<file path="src/hdl/mfts_pkg.sv">
// Types, codes and class tables of the thread scheduler.
// Used by the controller, the datapath, the top level and the checker.
`timescale 1ns / 1ps

package mfts_pkg;

    localparam int PRIORITY_LEVELS = 64;
    localparam int MAX_THREADS     = 64;
    localparam int LVL_W           = $clog2(PRIORITY_LEVELS);
    localparam int TID_W           = $clog2(MAX_THREADS);

    localparam logic [2:0] OP_ENTER   = 3'd0;
    localparam logic [2:0] OP_READY   = 3'd1;
    localparam logic [2:0] OP_BLOCK   = 3'd2;
    localparam logic [2:0] OP_LEAVE   = 3'd3;
    localparam logic [2:0] OP_TICK    = 3'd4;
    localparam logic [2:0] OP_RESCHED = 3'd5;
    localparam logic [2:0] OP_ENABLE  = 3'd6;
    localparam logic [2:0] OP_DISABLE = 3'd7;

    localparam logic [2:0] CLS_IDLE   = 3'd0;
    localparam logic [2:0] CLS_NORMAL = 3'd1;
    localparam logic [2:0] CLS_DRIVER = 3'd2;
    localparam logic [2:0] CLS_RT     = 3'd3;
    localparam logic [2:0] CLS_RT_DRV = 3'd4;

    localparam logic [1:0] ST_OK          = 2'd0;
    localparam logic [1:0] ST_BAD_CLASS   = 2'd1;
    localparam logic [1:0] ST_RESCHED_OFF = 2'd2;

    localparam logic CFG_UNIT = 1'b0;
    localparam logic CFG_TICK = 1'b1;

    localparam logic [7:0]  UNIT_RESET   = 8'd20;
    localparam logic [7:0]  TICK_RESET   = 8'd10;
    localparam logic [15:0] INF_QUANTUM  = 16'hFFFF;
    localparam logic [15:0] QUANTUM_CAP  = 16'hFFFE;

    localparam logic [1:0] TS_KEEP = 2'd0;
    localparam logic [1:0] TS_TID  = 2'd1;
    localparam logic [1:0] TS_CUR  = 2'd2;
    localparam logic [1:0] TS_PICK = 2'd3;

    typedef struct packed {
        logic [2:0]       opcode;
        logic [TID_W-1:0] thread_id;
        logic [2:0]       new_class;
    } cmd_t;

    typedef struct packed {
        logic [1:0]       status;
        logic             switched;
        logic [TID_W-1:0] running_thread;
        logic [LVL_W-1:0] running_priority;
        logic [15:0]      quantum_remaining;
    } result_t;

    typedef struct packed {
        logic       ld_in;
        logic [1:0] t_sel;
        logic       rd_thr;
        logic       rd_lvl;
        logic       rd_pick;
        logic       do_rem;
        logic       do_ins;
        logic       do_wr;
        logic       do_chg;
        logic       chg_up;
        logic       save_was;
        logic       q_sub;
        logic       q_zero;
        logic       q_set;
        logic       en_set;
        logic       en_clr;
        logic       st_bad;
        logic       st_off;
        logic       out_load;
    } ctl_cmd_t;

    typedef struct packed {
        logic [2:0] op;
        logic       cls_bad;
        logic       en;
        logic       was;
        logic       preempt;
        logic       q_inf;
        logic       q_gt;
        logic       any_ne;
        logic       out_busy;
    } ctl_status_t;

    function automatic logic [LVL_W-1:0] class_max(input logic [2:0] cls);
        logic [LVL_W-1:0] r;
        unique case (cls)
            CLS_NORMAL: r = LVL_W'(15);
            CLS_DRIVER: r = LVL_W'(31);
            CLS_RT:     r = LVL_W'(47);
            CLS_RT_DRV: r = LVL_W'(63);
            default:    r = '0;
        endcase
        return r;
    endfunction

    function automatic logic [LVL_W-1:0] class_min(input logic [2:0] cls);
        logic [LVL_W-1:0] r;
        unique case (cls)
            CLS_NORMAL: r = LVL_W'(1);
            CLS_DRIVER: r = LVL_W'(16);
            CLS_RT:     r = LVL_W'(32);
            CLS_RT_DRV: r = LVL_W'(48);
            default:    r = '0;
        endcase
        return r;
    endfunction

endpackage

</file>
<file path="src/hdl/multilevel_feedback_thread_scheduler.sv">
// Events are handled one at a time: cmd_ready is high only while the sequencer is idle,
// so no new event is accepted until the last one has loaded its result. A result may wait
// in the output register while the next event runs.
// Reset (async, active low): level 0 holds thread 0 running with infinite quantum,
// scheduling disabled, unit quantum 20, tick length 10; no clearing pass.
`timescale 1ns / 1ps

module multilevel_feedback_thread_scheduler (
    input  logic               clk,
    input  logic               rst_n,
    input  logic               cmd_valid,
    output logic               cmd_ready,
    input  mfts_pkg::cmd_t     cmd,
    output logic               result_valid,
    input  logic               result_ready,
    output mfts_pkg::result_t  result,
    input  logic               cfg_valid,
    output logic               cfg_ready,
    input  logic               cfg_index,
    input  logic [7:0]         cfg_data
);

    mfts_pkg::ctl_cmd_t    ctl;
    mfts_pkg::ctl_status_t sts;

    mfts_controller u_ctrl (
        .clk       (clk),
        .rst_n     (rst_n),
        .cmd_valid (cmd_valid),
        .cmd_ready (cmd_ready),
        .sts       (sts),
        .ctl       (ctl)
    );

    mfts_datapath u_dp (
        .clk          (clk),
        .rst_n        (rst_n),
        .cmd          (cmd),
        .cfg_valid    (cfg_valid),
        .cfg_ready    (cfg_ready),
        .cfg_index    (cfg_index),
        .cfg_data     (cfg_data),
        .result       (result),
        .result_valid (result_valid),
        .result_ready (result_ready),
        .ctl          (ctl),
        .sts          (sts)
    );

endmodule

</file>
<file path="src/hdl/mfts_datapath.sv">
// Scheduler datapath: ready list memories, thread table, quantum and result register.
// Depends on mfts_pkg; driven by mfts_controller.
`timescale 1ns / 1ps

module mfts_datapath (
    input  logic                   clk,
    input  logic                   rst_n,
    input  mfts_pkg::cmd_t         cmd,
    input  logic                   cfg_valid,
    output logic                   cfg_ready,
    input  logic                   cfg_index,
    input  logic [7:0]             cfg_data,
    output mfts_pkg::result_t      result,
    output logic                   result_valid,
    input  logic                   result_ready,
    input  mfts_pkg::ctl_cmd_t     ctl,
    output mfts_pkg::ctl_status_t  sts
);

    localparam int LW = mfts_pkg::LVL_W;
    localparam int TW = mfts_pkg::TID_W;
    localparam int NL = mfts_pkg::PRIORITY_LEVELS;
    localparam int NT = mfts_pkg::MAX_THREADS;

    logic [2:0]    op_reg;
    logic [TW-1:0] tid_reg;
    logic [2:0]    cls_in_reg;
    logic [TW-1:0] t_reg;
    logic [TW-1:0] running_reg;
    logic [15:0]   quantum_reg;
    logic          en_reg;
    logic [1:0]    status_reg;
    logic          switched_reg;
    logic          was_reg;
    logic [7:0]    unit_reg;
    logic [7:0]    tick_reg;
    logic [NL-1:0] nonempty_reg;
    logic [NT-1:0] queued_reg;
    logic [NT-1:0] tvalid_reg;
    logic          h0init_reg;
    logic          t0init_reg;
    mfts_pkg::result_t out_reg;
    logic          out_valid_reg;

    logic [LW+2:0] thr_mem [NT];
    logic [TW-1:0] head_mem [NL];
    logic [TW-1:0] tail_mem [NL];
    logic [TW-1:0] next_mem [NT];
    logic [TW-1:0] prev_mem [NT];

    logic [LW+2:0] thr_q;
    logic          thr_v_q;
    logic [TW-1:0] head_q;
    logic [TW-1:0] tail_q;
    logic          head_z_q;
    logic          tail_z_q;
    logic [TW-1:0] nx_q;
    logic [TW-1:0] pv_q;

    logic [2:0]    cls_eff;
    logic [LW-1:0] pri_eff;
    logic [LW-1:0] lv;
    logic [TW-1:0] hd;
    logic [TW-1:0] tl;
    logic [LW-1:0] h_lvl;
    logic          any_ne;
    logic [LW-1:0] hr_addr;

    logic          head_we, tail_we, next_we, prev_we, thr_we, ne_set, ne_clr;
    logic [LW-1:0] head_wa, tail_wa;
    logic [TW-1:0] head_wd, tail_wd, next_wa, next_wd, prev_wa, prev_wd;
    logic [LW+2:0] thr_wd;
    logic          rem_go, ins_go;

    logic signed [7:0] p_s;
    logic [LW-1:0]     newp;
    logic signed [7:0] q_n;
    logic [14:0]       q_prod;
    logic [15:0]       qf;

    assign cls_eff = thr_v_q ? thr_q[LW+2:LW] : mfts_pkg::CLS_IDLE;
    assign pri_eff = thr_v_q ? thr_q[LW-1:0] : '0;
    assign lv      = pri_eff;
    assign hd      = head_z_q ? '0 : head_q;
    assign tl      = tail_z_q ? '0 : tail_q;
    assign any_ne  = |nonempty_reg;
    assign hr_addr = ctl.rd_pick ? h_lvl : lv;
    assign cfg_ready = 1'b1;

    always_comb
    begin
        h_lvl = '0;
        for (int i = 0; i < NL; i++)
        begin
            if (nonempty_reg[i])
            begin
                h_lvl = LW'(i);
            end
        end
    end

    always_comb
    begin
        p_s = $signed({2'b00, pri_eff}) + (ctl.chg_up ? 8'sd1 : -8'sd1);
        if (cls_eff == mfts_pkg::CLS_IDLE || cls_eff > mfts_pkg::CLS_RT_DRV)
        begin
            newp = '0;
        end
        else if (p_s > $signed({2'b00, mfts_pkg::class_max(cls_eff)}))
        begin
            newp = mfts_pkg::class_max(cls_eff);
        end
        else if (p_s < $signed({2'b00, mfts_pkg::class_min(cls_eff)}))
        begin
            newp = mfts_pkg::class_min(cls_eff);
        end
        else
        begin
            newp = p_s[LW-1:0];
        end
    end

    always_comb
    begin
        q_n = $signed({2'b00, mfts_pkg::class_max(cls_eff)}) - $signed({2'b00, pri_eff})
              + 8'sd1;
        if (q_n < 8'sd1)
        begin
            q_n = 8'sd1;
        end
        q_prod = 15'(q_n[6:0]) * 15'(unit_reg);
        if (cls_eff == mfts_pkg::CLS_IDLE || cls_eff > mfts_pkg::CLS_RT_DRV)
        begin
            qf = mfts_pkg::INF_QUANTUM;
        end
        else if ({1'b0, q_prod} > mfts_pkg::QUANTUM_CAP)
        begin
            qf = mfts_pkg::QUANTUM_CAP;
        end
        else
        begin
            qf = {1'b0, q_prod};
        end
    end

    always_comb
    begin
        rem_go  = ctl.do_rem && queued_reg[t_reg];
        ins_go  = ctl.do_ins && !queued_reg[t_reg];
        head_we = 1'b0;
        tail_we = 1'b0;
        next_we = 1'b0;
        prev_we = 1'b0;
        ne_set  = 1'b0;
        ne_clr  = 1'b0;
        head_wa = lv;
        tail_wa = lv;
        head_wd = t_reg;
        tail_wd = t_reg;
        next_wa = pv_q;
        next_wd = nx_q;
        prev_wa = nx_q;
        prev_wd = pv_q;
        if (rem_go)
        begin
            priority if (hd == t_reg && tl == t_reg)
            begin
                ne_clr = 1'b1;
            end
            else if (hd == t_reg)
            begin
                head_we = 1'b1;
                head_wd = nx_q;
            end
            else if (tl == t_reg)
            begin
                tail_we = 1'b1;
                tail_wd = pv_q;
            end
            else
            begin
                next_we = 1'b1;
                prev_we = 1'b1;
            end
        end
        else if (ins_go)
        begin
            tail_we = 1'b1;
            if (nonempty_reg[lv])
            begin
                next_we = 1'b1;
                next_wa = tl;
                next_wd = t_reg;
                prev_we = 1'b1;
                prev_wa = t_reg;
                prev_wd = tl;
            end
            else
            begin
                head_we = 1'b1;
                ne_set  = 1'b1;
            end
        end
        thr_we = ctl.do_wr || ctl.do_chg;
        thr_wd = ctl.do_wr ? {cls_in_reg, mfts_pkg::class_max(cls_in_reg)} : {cls_eff, newp};
    end

    always_ff @(posedge clk)
    begin
        if (ctl.ld_in)
        begin
            op_reg     <= cmd.opcode;
            tid_reg    <= cmd.thread_id;
            cls_in_reg <= cmd.new_class;
        end
        if (ctl.rd_thr)
        begin
            thr_q   <= thr_mem[t_reg];
            thr_v_q <= tvalid_reg[t_reg];
        end
        if (ctl.rd_lvl || ctl.rd_pick)
        begin
            head_q   <= head_mem[hr_addr];
            head_z_q <= h0init_reg && (hr_addr == '0);
        end
        if (ctl.rd_lvl)
        begin
            tail_q   <= tail_mem[lv];
            tail_z_q <= t0init_reg && (lv == '0);
            nx_q     <= next_mem[t_reg];
            pv_q     <= prev_mem[t_reg];
        end
        if (ctl.save_was)
        begin
            was_reg <= queued_reg[t_reg];
        end
        unique case (ctl.t_sel)
            mfts_pkg::TS_TID:  t_reg <= tid_reg;
            mfts_pkg::TS_CUR:  t_reg <= running_reg;
            mfts_pkg::TS_PICK: t_reg <= hd;
            default:           t_reg <= t_reg;
        endcase
        if (ctl.out_load)
        begin
            out_reg <= '{status: status_reg, switched: switched_reg,
                         running_thread: running_reg, running_priority: pri_eff,
                         quantum_remaining: quantum_reg};
        end
    end

    always_ff @(posedge clk)
    begin
        if (thr_we)
        begin
            thr_mem[t_reg] <= thr_wd;
        end
        if (head_we)
        begin
            head_mem[head_wa] <= head_wd;
        end
        if (tail_we)
        begin
            tail_mem[tail_wa] <= tail_wd;
        end
        if (next_we)
        begin
            next_mem[next_wa] <= next_wd;
        end
        if (prev_we)
        begin
            prev_mem[prev_wa] <= prev_wd;
        end
    end

    always_ff @(posedge clk or negedge rst_n)
    begin
        if (!rst_n)
        begin
            running_reg   <= '0;
            quantum_reg   <= mfts_pkg::INF_QUANTUM;
            en_reg        <= 1'b0;
            status_reg    <= mfts_pkg::ST_OK;
            switched_reg  <= 1'b0;
            unit_reg      <= mfts_pkg::UNIT_RESET;
            tick_reg      <= mfts_pkg::TICK_RESET;
            nonempty_reg  <= NL'(1);
            queued_reg    <= NT'(1);
            tvalid_reg    <= '0;
            h0init_reg    <= 1'b1;
            t0init_reg    <= 1'b1;
            out_valid_reg <= 1'b0;
        end
        else
        begin
            if (cfg_valid && cfg_ready)
            begin
                unique case (cfg_index)
                    mfts_pkg::CFG_UNIT: unit_reg <= cfg_data;
                    mfts_pkg::CFG_TICK: tick_reg <= cfg_data;
                    default:            unit_reg <= unit_reg;
                endcase
            end
            if (ctl.ld_in)
            begin
                status_reg   <= mfts_pkg::ST_OK;
                switched_reg <= 1'b0;
            end
            if (ctl.st_bad)
            begin
                status_reg <= mfts_pkg::ST_BAD_CLASS;
            end
            if (ctl.st_off)
            begin
                status_reg <= mfts_pkg::ST_RESCHED_OFF;
            end
            if (ctl.en_set)
            begin
                en_reg <= 1'b1;
            end
            if (ctl.en_clr)
            begin
                en_reg <= 1'b0;
            end
            if (ctl.q_sub)
            begin
                quantum_reg <= quantum_reg - {8'h00, tick_reg};
            end
            if (ctl.q_zero)
            begin
                quantum_reg <= '0;
            end
            if (ctl.q_set)
            begin
                quantum_reg <= qf;
                if (t_reg != running_reg)
                begin
                    running_reg  <= t_reg;
                    en_reg       <= 1'b0;
                    switched_reg <= 1'b1;
                end
            end
            if (thr_we)
            begin
                tvalid_reg[t_reg] <= 1'b1;
            end
            if (rem_go)
            begin
                queued_reg[t_reg] <= 1'b0;
            end
            if (ins_go)
            begin
                queued_reg[t_reg] <= 1'b1;
            end
            if (ne_set)
            begin
                nonempty_reg[lv] <= 1'b1;
            end
            if (ne_clr)
            begin
                nonempty_reg[lv] <= 1'b0;
            end
            if (head_we && head_wa == '0)
            begin
                h0init_reg <= 1'b0;
            end
            if (tail_we && tail_wa == '0)
            begin
                t0init_reg <= 1'b0;
            end
            if (ctl.out_load)
            begin
                out_valid_reg <= 1'b1;
            end
            else if (result_ready)
            begin
                out_valid_reg <= 1'b0;
            end
        end
    end

    assign result       = out_reg;
    assign result_valid = out_valid_reg;

    assign sts.op       = op_reg;
    assign sts.cls_bad  = cls_in_reg > mfts_pkg::CLS_RT_DRV;
    assign sts.en       = en_reg;
    assign sts.was      = was_reg;
    assign sts.preempt  = any_ne && (h_lvl > pri_eff);
    assign sts.q_inf    = quantum_reg == mfts_pkg::INF_QUANTUM;
    assign sts.q_gt     = quantum_reg > {8'h00, tick_reg};
    assign sts.any_ne   = any_ne;
    assign sts.out_busy = out_valid_reg && !result_ready;

endmodule

</file>
<file path="src/hdl/mfts_controller.sv">
// Scheduler sequencer: steps each event through list, table and quantum updates.
// Depends on mfts_pkg; drives mfts_datapath.
`timescale 1ns / 1ps

module mfts_controller (
    input  logic                   clk,
    input  logic                   rst_n,
    input  logic                   cmd_valid,
    output logic                   cmd_ready,
    input  mfts_pkg::ctl_status_t  sts,
    output mfts_pkg::ctl_cmd_t     ctl
);

    localparam logic [4:0] S_IDLE    = 5'd0;
    localparam logic [4:0] S_DISP    = 5'd1;
    localparam logic [4:0] S_LD0     = 5'd2;
    localparam logic [4:0] S_LD1     = 5'd3;
    localparam logic [4:0] S_E_REM   = 5'd4;
    localparam logic [4:0] S_E_WR    = 5'd5;
    localparam logic [4:0] S_INS_FIN = 5'd6;
    localparam logic [4:0] S_REM_FIN = 5'd7;
    localparam logic [4:0] S_B_REM   = 5'd8;
    localparam logic [4:0] S_B_CHG   = 5'd9;
    localparam logic [4:0] S_T_DEC   = 5'd10;
    localparam logic [4:0] S_P_REM   = 5'd11;
    localparam logic [4:0] S_P_INS   = 5'd12;
    localparam logic [4:0] S_X_REM   = 5'd13;
    localparam logic [4:0] S_X_CHG   = 5'd14;
    localparam logic [4:0] S_X_INS   = 5'd15;
    localparam logic [4:0] S_SEL     = 5'd16;
    localparam logic [4:0] S_PICK    = 5'd17;
    localparam logic [4:0] S_PICK1   = 5'd18;
    localparam logic [4:0] S_QSET    = 5'd19;
    localparam logic [4:0] S_FIN     = 5'd20;
    localparam logic [4:0] S_OUT     = 5'd21;

    logic [4:0] state_reg, state_next;
    logic [4:0] ret_reg, ret_next;

    assign cmd_ready = (state_reg == S_IDLE);

    always_comb
    begin
        ctl        = '0;
        state_next = state_reg;
        ret_next   = ret_reg;
        unique case (state_reg)
            S_IDLE:
            begin
                if (cmd_valid)
                begin
                    ctl.ld_in  = 1'b1;
                    state_next = S_DISP;
                end
            end
            S_DISP:
            begin
                unique case (sts.op)
                    mfts_pkg::OP_ENTER:
                    begin
                        if (sts.cls_bad)
                        begin
                            ctl.st_bad = 1'b1;
                            state_next = S_FIN;
                        end
                        else
                        begin
                            ctl.t_sel  = mfts_pkg::TS_TID;
                            ret_next   = S_E_REM;
                            state_next = S_LD0;
                        end
                    end
                    mfts_pkg::OP_READY:
                    begin
                        ctl.t_sel  = mfts_pkg::TS_TID;
                        ret_next   = S_INS_FIN;
                        state_next = S_LD0;
                    end
                    mfts_pkg::OP_BLOCK:
                    begin
                        ctl.t_sel  = mfts_pkg::TS_TID;
                        ret_next   = S_B_REM;
                        state_next = S_LD0;
                    end
                    mfts_pkg::OP_LEAVE:
                    begin
                        ctl.t_sel  = mfts_pkg::TS_TID;
                        ret_next   = S_REM_FIN;
                        state_next = S_LD0;
                    end
                    mfts_pkg::OP_TICK:
                    begin
                        ctl.t_sel  = mfts_pkg::TS_CUR;
                        ret_next   = S_T_DEC;
                        state_next = S_LD0;
                    end
                    mfts_pkg::OP_RESCHED:
                    begin
                        if (!sts.en)
                        begin
                            ctl.st_off = 1'b1;
                            state_next = S_FIN;
                        end
                        else
                        begin
                            state_next = S_SEL;
                        end
                    end
                    mfts_pkg::OP_ENABLE:
                    begin
                        ctl.en_set = 1'b1;
                        state_next = S_FIN;
                    end
                    default:
                    begin
                        ctl.en_clr = 1'b1;
                        state_next = S_FIN;
                    end
                endcase
            end
            S_LD0:
            begin
                ctl.rd_thr = 1'b1;
                state_next = S_LD1;
            end
            S_LD1:
            begin
                ctl.rd_lvl = 1'b1;
                state_next = ret_reg;
            end
            S_E_REM:
            begin
                ctl.do_rem = 1'b1;
                state_next = S_E_WR;
            end
            S_E_WR:
            begin
                ctl.do_wr  = 1'b1;
                ret_next   = S_INS_FIN;
                state_next = S_LD0;
            end
            S_INS_FIN:
            begin
                ctl.do_ins = 1'b1;
                state_next = S_FIN;
            end
            S_REM_FIN:
            begin
                ctl.do_rem = 1'b1;
                state_next = S_FIN;
            end
            S_B_REM:
            begin
                ctl.do_rem = 1'b1;
                state_next = S_B_CHG;
            end
            S_B_CHG:
            begin
                ctl.do_chg = 1'b1;
                ctl.chg_up = 1'b1;
                state_next = S_FIN;
            end
            S_T_DEC:
            begin
                priority if (sts.preempt)
                begin
                    ctl.save_was = 1'b1;
                    state_next   = S_P_REM;
                end
                else if (sts.q_inf)
                begin
                    state_next = S_FIN;
                end
                else if (sts.q_gt)
                begin
                    ctl.q_sub  = 1'b1;
                    state_next = S_FIN;
                end
                else
                begin
                    ctl.q_zero   = 1'b1;
                    ctl.save_was = 1'b1;
                    state_next   = S_X_REM;
                end
            end
            S_P_REM:
            begin
                ctl.do_rem = 1'b1;
                if (sts.was)
                begin
                    ret_next   = S_P_INS;
                    state_next = S_LD0;
                end
                else
                begin
                    state_next = S_PICK;
                end
            end
            S_P_INS:
            begin
                ctl.do_ins = 1'b1;
                state_next = S_PICK;
            end
            S_X_REM:
            begin
                ctl.do_rem = 1'b1;
                state_next = S_X_CHG;
            end
            S_X_CHG:
            begin
                ctl.do_chg = 1'b1;
                if (sts.was)
                begin
                    ret_next   = S_X_INS;
                    state_next = S_LD0;
                end
                else
                begin
                    state_next = S_SEL;
                end
            end
            S_X_INS:
            begin
                ctl.do_ins = 1'b1;
                state_next = S_SEL;
            end
            S_SEL:
            begin
                priority if (sts.any_ne)
                begin
                    state_next = S_PICK;
                end
                else if (sts.op == mfts_pkg::OP_TICK)
                begin
                    ctl.t_sel  = mfts_pkg::TS_CUR;
                    ret_next   = S_QSET;
                    state_next = S_LD0;
                end
                else
                begin
                    state_next = S_FIN;
                end
            end
            S_PICK:
            begin
                ctl.rd_pick = 1'b1;
                state_next  = S_PICK1;
            end
            S_PICK1:
            begin
                ctl.t_sel  = mfts_pkg::TS_PICK;
                ret_next   = S_QSET;
                state_next = S_LD0;
            end
            S_QSET:
            begin
                ctl.q_set  = 1'b1;
                state_next = S_FIN;
            end
            S_FIN:
            begin
                ctl.t_sel  = mfts_pkg::TS_CUR;
                ret_next   = S_OUT;
                state_next = S_LD0;
            end
            S_OUT:
            begin
                if (!sts.out_busy)
                begin
                    ctl.out_load = 1'b1;
                    state_next   = S_IDLE;
                end
            end
            default:
            begin
                state_next = S_IDLE;
            end
        endcase
    end

    always_ff @(posedge clk or negedge rst_n)
    begin
        if (!rst_n)
        begin
            state_reg <= S_IDLE;
            ret_reg   <= S_IDLE;
        end
        else
        begin
            state_reg <= state_next;
            ret_reg   <= ret_next;
        end
    end

endmodule

</file>
<file path="config.mk">
export PLATFORM = sky130hd
export DESIGN_NAME = multilevel_feedback_thread_scheduler
export DESIGN_NICKNAME = d
export VERILOG_FILES = /design/src/hdl/mfts_pkg.sv /design/src/hdl/multilevel_feedback_thread_scheduler.sv /design/src/hdl/mfts_datapath.sv /design/src/hdl/mfts_controller.sv
export SDC_FILE = /design/constraint.sdc
export NUM_CORES = 2
export LEC_CHECK = 0
export BUFFER_PORTS_ARGS = -buffer_cell sky130_fd_sc_hd__buf_2
export CORE_UTILIZATION = 51
export DETAILED_ROUTE_END_ITERATION = 10
export PLACE_DENSITY = 0.77
export SYNTH_ARGS = -nofsm -noshare
export SYNTH_HDL_FRONTEND = slang
export SYNTH_SLANG_ARGS = --single-unit
</file>
<file path="constraint.sdc">
create_clock -name clk -period 10.5 [get_ports clk]
set_clock_uncertainty 0.2 [all_clocks]
set_input_delay 1.05 -clock clk [delete_from_list [all_inputs] [get_ports clk]]
set_output_delay 1.05 -clock clk [all_outputs]
set_load 0.005 [all_outputs]
</file>
[Word-level counts from Yosys, hierarchy flattened]
Memories as Yosys holds them, arrays and structs flattened. A register that Yosys moved wholly into a read port is not among the register bits.
Index checks and enable logic that the tools add are counted.
Operators by class
  bitwise operators: 8
  magnitude comparators: 12
  equal/unequal tests: 50
  $mul: 1
  div/mod/pow operators: 0
  reduce and logical (&&, ||, !) cells: 40
  add/subtract/negate cells: 4
  mux-type cells: 203
  shifts and indexed selects: 0
Operators by type and width (number)
  $mux 6: 85
  $mux 64: 4
  $or 64x64->64: 3
  $and 64x64->64: 2
  $not 64->64: 2
  $pmux 5 s17: 1
  $mux 16: 5
  $mux 5: 15
  $pmux 6 s4: 3
  $mux 1: 65
  $reduce_or 64->1: 1
  $eq 5x4->1 const B: 8
  $pmux 5 s7: 1
  $eq 5x5->1 const B: 6
  $pmux 5 s5: 1
  $eq 5x3->1 const B: 4
  $bmux 1 s6: 3
  $eq 3x2->1 const B: 6
  $pmux 6 s3: 1
  $eq 16x16->1 const B: 1
  $gt 15x16->1 const B: 1
  $gt 16x8->1: 1
  $sub 16x8->16: 1
  $eq 3x3->1 const B: 5
  other kinds (49): 93
Storage, ports and cells
  register bits after elaboration: 300
  memory bits (writable): 2112
  memories: 5
  latch bits: 0
  bits in read-only memories: 0
  logic and storage cells: 351
  bits of input ports: 26
Memories
  u_dp.thr_mem: words 64, width 9, read ports 1, clocked after Yosys merged registers in 1, wr ports 1, RTL line mfts_datapath.sv:45  | logic [LW+2:0] thr_mem [NT];
  u_dp.head_mem: words 64, width 6, read ports 1, clocked after Yosys merged registers in 1, wr ports 1, RTL line mfts_datapath.sv:46  | logic [TW-1:0] head_mem [NL];
  u_dp.next_mem: words 64, width 6, read ports 1, clocked after Yosys merged registers in 1, wr ports 1, RTL line mfts_datapath.sv:48  | logic [TW-1:0] next_mem [NT];
  u_dp.prev_mem: words 64, width 6, read ports 1, clocked after Yosys merged registers in 1, wr ports 1, RTL line mfts_datapath.sv:49  | logic [TW-1:0] prev_mem [NT];
  u_dp.tail_mem: words 64, width 6, read ports 1, clocked after Yosys merged registers in 1, wr ports 1, RTL line mfts_datapath.sv:47  | logic [TW-1:0] tail_mem [NL];

[Depth between registers and ports, before layout]
  depth after elaboration: 70
  mapped depth: 37

[Hierarchy]
Synthesis repeated with hierarchy kept, for this count alone.
Unflattened totals
  cells, all modules: 6645
  area total of the unflattened synthesis: 99166.4 µm²
Modules (own cells, without submodules)
  mfts_datapath: area an instance 97823.8 µm², cells an instance 6459, times used 1
  mfts_controller: area an instance 1342.5 µm², cells an instance 186, times used 1

[Least setup slack after synthesis]
Ideal clock, no wire load.
  path type: flip-flop to flip-flop
  start point: reg u_dp.thr_v_q
  end point: reg u_dp.quantum_reg[14]
  arrival: 7320 ps
  period minus slack after synthesis: 7616 ps
  stages on the path, launching flop included: 35
  setup slack: 2884 ps
  path through: edfxtp_1 > buf_2 > buf_2 > buf_2 > buf_1 > and2_1 > clkbuf_1 > inv_1 > clkbuf_1 > ha_1 > fa_1 > xnor2_1 > nand3_1 > nand2b_1 > o21ai_0 > a21oi_1 > nor2b_1 > nand2_1 > fa_1 > inv_1 > ha_1 > inv_1 > fa_1 > fa_1 > inv_1 > ha_1 > a21oi_1 > o21bai_1 > a21oi_1 > o21bai_1 > a211oi_1 > o21ai_0 > o211ai_1 > nor3_1 > o32ai_1
On the way
  cells in the longest elaborated chain, start to end: 12
  elaborated cells on any way between the ends: 25
Ends and longest elaborated chain
  start, declared: RTL line mfts_datapath.sv:52  | logic thr_v_q;
  start signal, assigned: RTL line mfts_datapath.sv:219  | thr_v_q <= tvalid_reg[t_reg];
  $mux 3: RTL line mfts_datapath.sv:81  | assign cls_eff = thr_v_q ? thr_q[LW+2:LW] : mfts_pkg::CLS_IDLE;
  $eq 3x3->1 (tied with other cells): RTL line mfts_pkg.sv:94  | unique case (cls)
  $pmux 6 s4: RTL line mfts_pkg.sv:94
  $sub 6x6->7: RTL line mfts_datapath.sv:125  | q_n = $signed({2'b00, mfts_pkg::class_max(cls_eff)}) - $signed({2'b00, pri_eff})
  $add 7x2->8: RTL line mfts_datapath.sv:126  | + 8'sd1;
  $lt 8x2->1: RTL line mfts_datapath.sv:127  | if (q_n < 8'sd1)
  $mux 7: RTL line mfts_datapath.sv:127
  $mul 7x8->15: RTL line mfts_datapath.sv:131  | q_prod = 15'(q_n[6:0]) * 15'(unit_reg);
  $gt 15x16->1: RTL line mfts_datapath.sv:136  | else if ({1'b0, q_prod} > mfts_pkg::QUANTUM_CAP)
  $mux 16: RTL line mfts_datapath.sv:136
  $mux 16: RTL line mfts_datapath.sv:132  | if (cls_eff == mfts_pkg::CLS_IDLE || cls_eff > mfts_pkg::CLS_RT_DRV)
  $mux 16: RTL line mfts_datapath.sv:332  | if (ctl.q_set)
  end signal, assigned: RTL line mfts_datapath.sv:280  | quantum_reg <= mfts_pkg::INF_QUANTUM;
  end signal, assigned: RTL line mfts_datapath.sv:326  | quantum_reg <= quantum_reg - {8'h00, tick_reg};
  end signal, assigned: RTL line mfts_datapath.sv:334  | quantum_reg <= qf;
  end, declared: RTL line mfts_datapath.sv:30  | logic [15:0] quantum_reg;
Several ways; a longest one is shown, not always the timed one.
A chain may end at the register's enable or synchronous reset.

[Worst setup path in the final report]
  start point: reg u_dp.thr_q[7], read port of u_dp.thr_mem
  end point: reg u_dp.quantum_reg[14]
On the way
  cells in the longest elaborated chain, start to end: 12
  elaborated cells on any way between the ends: 18
Ends and longest elaborated chain
  start, declared: RTL line mfts_datapath.sv:51  | logic [LW+2:0] thr_q;
  $mux 3 (*): RTL line mfts_datapath.sv:81
  $eq 3x3->1 (tied with other cells): RTL line mfts_pkg.sv:94
  $pmux 6 s4: RTL line mfts_pkg.sv:94
  $sub 6x6->7: RTL line mfts_datapath.sv:125
  $add 7x2->8: RTL line mfts_datapath.sv:126
  $lt 8x2->1: RTL line mfts_datapath.sv:127
  $mux 7: RTL line mfts_datapath.sv:127
  $mul 7x8->15: RTL line mfts_datapath.sv:131
  $gt 15x16->1: RTL line mfts_datapath.sv:136
  $mux 16: RTL line mfts_datapath.sv:136
  $mux 16 (*): RTL line mfts_datapath.sv:132
  $mux 16 (*): RTL line mfts_datapath.sv:332
Mark *: on every way between the ends. The rest lies on a longest branch, timed or not.

==> impl_metrics.py <==
metrics = {
    "critical_path": {
        "startpoint_type": "register",
        "crit_path_max_incr_delay_ns": 0.55,
        "cp_max_fo": 15,
        "crit_type": "register to register",
        "r2r-start": "u_dp.thr_q[7]",
        "r2r_end": "u_dp.quantum_reg[14]",
        "arrival_ns": 9.15,
        "r2r_cells": 31,
        "required_ns": 11.13,
        "endpoint_kind": "register",
        "reg2reg_slack_ns": 1.98,
        "cpMaxStageDelayCell": "fa_1",
    },
    "yosys": {
        "post-synth-top-count-cell": "edfxtp_1",
        "synth.yosys.seq_area_share": 0.7249,
        "yosysUniqueCellTypes": 93,
        "ys_warn_count": 0,
        "synth_common_cells": "edfxtp_1, a22oi_1, nor2_1",
        "synth_top_flop_cell": "edfxtp_1",
        "syn-cell-area_mm2": 0.09963,
        "async_flop_share": 0.1010,
        "syn_inst": 6778,
        "syn_nets": 6902,
        "synth.avg_cell_area_um2": 14.70,
        "synth_top_area_share": 0.6625,
        "synth_top_area_cell": "edfxtp_1",
        "synth_top_cells_by_area": "edfxtp_1, dfrtp_1, a22oi_1",
        "ys_ff_latch": 2445,
        "synth_edf_count": 2198,
    },
    "floorplanning": {
        "rows": 161,
        "die_y_um": 444.0,
        "dieWidth_um": 444.0,
        "coreArea_mm2": 0.1932,
        "initial_core_util": 0.5157,
        "die_area_mm2": 0.1971,
        "io_pins": 60,
    },
    "drt": {
        "wl_per_cell_um": 28.93,
        "detail-route-antenna-nets": 0,
        "vias_per_cell": 6.776,
        "vias": 64430,
        "route.detailed.drc": 0,
        "dr.pass1.iters": 9,
        "drt_wl_total_mm": 275.0,
        "drt_iter0_markers": 10140,
    },
    "global_route": {
        "grt_pass1_wl_mm": 405.1,
        "grt_util_all_layers": 0.2736,
        "overflow": 0,
        "grt_pass1_vias": 62630,
        "grt_max_degree": 117,
        "antenna_found_initial": 10,
    },
    "cts": {
        "cts_buffers": 222,
        "cts_setup_buffers": 0,
        "clock-sinks": 2445,
        "cts.path.max_buffers": 3,
        "clkTransAtPathRegs_ns": 0.07,
        "htreeDepth": 4,
        "clk_latency_ns": 0.91,
        "root_buffer": "clkbuf_16",
        "cts_tree": "done",
    },
    "timing": {
        "worst_slew_pin_slew_ns": 1.304,
        "rsz0062_at_grt": "false",
        "final.setup.tns_ns": 0,
        "fmax_mhz": 117.3,
        "min_period_ns": 8.523,
        "fin_crit_sh": 0.8117,
        "slew_headroom": 0.1079,
        "setup_ws_ns": 1.977,
        "setup_viol": 0,
        "drv_slew": 0,
        "hold_violations": 0,
    },
    "cells_and_area": {
        "top_register": "u_dp.thr_mem",
        "area_growth_pct": 10.94,
        "drive_gt1_frac": 0.1233,
        "fin_nets": 6911,
        "largest_reg_flops": 576,
        "finalInstanceArea_mm2": 0.1105,
    },
    "placement": {
        "hpwl_mm": 167.3,
        "placed_area_mm2": 0.1030,
        "gp_congestion": 0.9378,
        "dp_slack_ns": 2.071,
        "numPortBuffers": 58,
    },
    "hold_path": {
        "hold_path_end": "u_dp.result[30]",
        "min_path_type": "register to register",
        "min_from": "u_dp.status_reg[1]",
        "min_path_cells": 0,
    },
    "power_and_ir_drop": {
        "powerDensity_mw_per_mm2": 273.0,
        "ir_worst_vdd_mv": 0.2419,
        "p_leak_nw": 36.16,
    },
    "flow_run": {
        "maxCapViolations": 0,
    },
    "status": {
        "status": "finished clean",
    },
}
-- cell families (layout without fill, tap and decap cells) --
kind of cell	count (synthesis)	in the layout	synth area share
AOI/OAI and AO/OA	1854	1854	0.1332
xor gates and xnor gates	49	49	0.004308
adders and majority gates	98	98	0.01472
buffers and inverters	604	803	0.02426
DFF	2445	2445	0.7249
muxes	243	243	0.02748
other	1	6	0.00003764
and+or+nand+nor	1484	1484	0.07118
-- metal layers --
metal	share of wire	global-route usage	up-vias
li1	-	-	26980
met1	0.37	0.3742	31840
met2	0.45	0.4186	4834
met3	0.12	0.05969	768
met4	0.052	0.1301	6
met5	0.00011	0	-
-- layout make-up --
cell class              count  area [um^2]
inverters                 135        506.7
clock inverters           134         1579
clock buffers             280         5874
well taps                2526         3161
flip-flops and latches   2445        72210
multi-input cells        3729        25350
diodes                      5        12.51
repair buffers            254         1824
fillers                 14160        82660
-- metrics by stage --
stage                       util  total power, mW  hold WS (ns)  instances
after floorplan                -            18.46        0.2248       6778
after CTS                 0.5721            29.98        0.2145       9503
after global routing      0.5721            31.16        0.2095       9504
final                     0.5721            30.17        0.2255       9508
after detailed placement  0.5334            21.88        0.2384       9088
after global placement    0.5334            21.67        0.2349       9088
-- cells in the final DEF, fill, tap and decap left out, types with 98 or more instances in the layout --
cell,Yosys,layout
o22ai_1,118,118
nand3_1,113,113
buf_4,18,191
mux2i_1,155,155
o21ai_0,156,143
a31oi_1,265,264
a21oi_1,219,217
a22oi_1,493,493
inv_1,131,124
a221oi_1,149,149
a22o_1,172,172
nor2_1,470,455
edfxtp_1,2198,2198
nand2_1,356,353
clkbuf_16,0,223
nor3_1,108,98
dfrtp_1,223,223
-- worst max-delay path: cells and delay by family (launching register included) --
kind	cells	cell delay, ns
XOR/XNOR	2	0.48
flip-flops	1	0.48
AND/OR/NAND/NOR	7	1.99
adder cells (fa/ha/maj)	7	2.68
buffers and inverters	4	0.58
AO/OA/AOI/OAI	11	2.03
-- power breakdown --
group          internal [mW]  switching, mW
Combinational           2.88           6.66
Sequential              12.1          0.370
Clock                   4.58           3.62
Total                   19.5           10.6
-- repair_timing --
action,in CTS,in global routing
hold buffers,1,0
hold endpoints to repair,71,0
gates resized for setup,0,0
endpoints found under the setup margin,0,0
-- how the worst max path moves through the flow --
stage / startpoint / to / slack [ns] / cells after the start
finish: u_dp.thr_q[7] / u_dp.quantum_reg[14] / 1.98 / 31
global route: u_dp.thr_q[7] / u_dp.quantum_reg[14] / 1.42 / 31
CTS: u_dp.thr_q[7] / u_dp.quantum_reg[14] / 2.06 / 31
detailed placement: u_dp.thr_q[7] / u_dp.quantum_reg[14] / 2.07 / 31
global placement: u_dp.thr_q[7] / u_dp.quantum_reg[14] / 2.15 / 31
floorplan: u_dp.thr_v_q / u_dp.quantum_reg[14] / 2.88 / 34
Power figures use the tool's default switching activity.
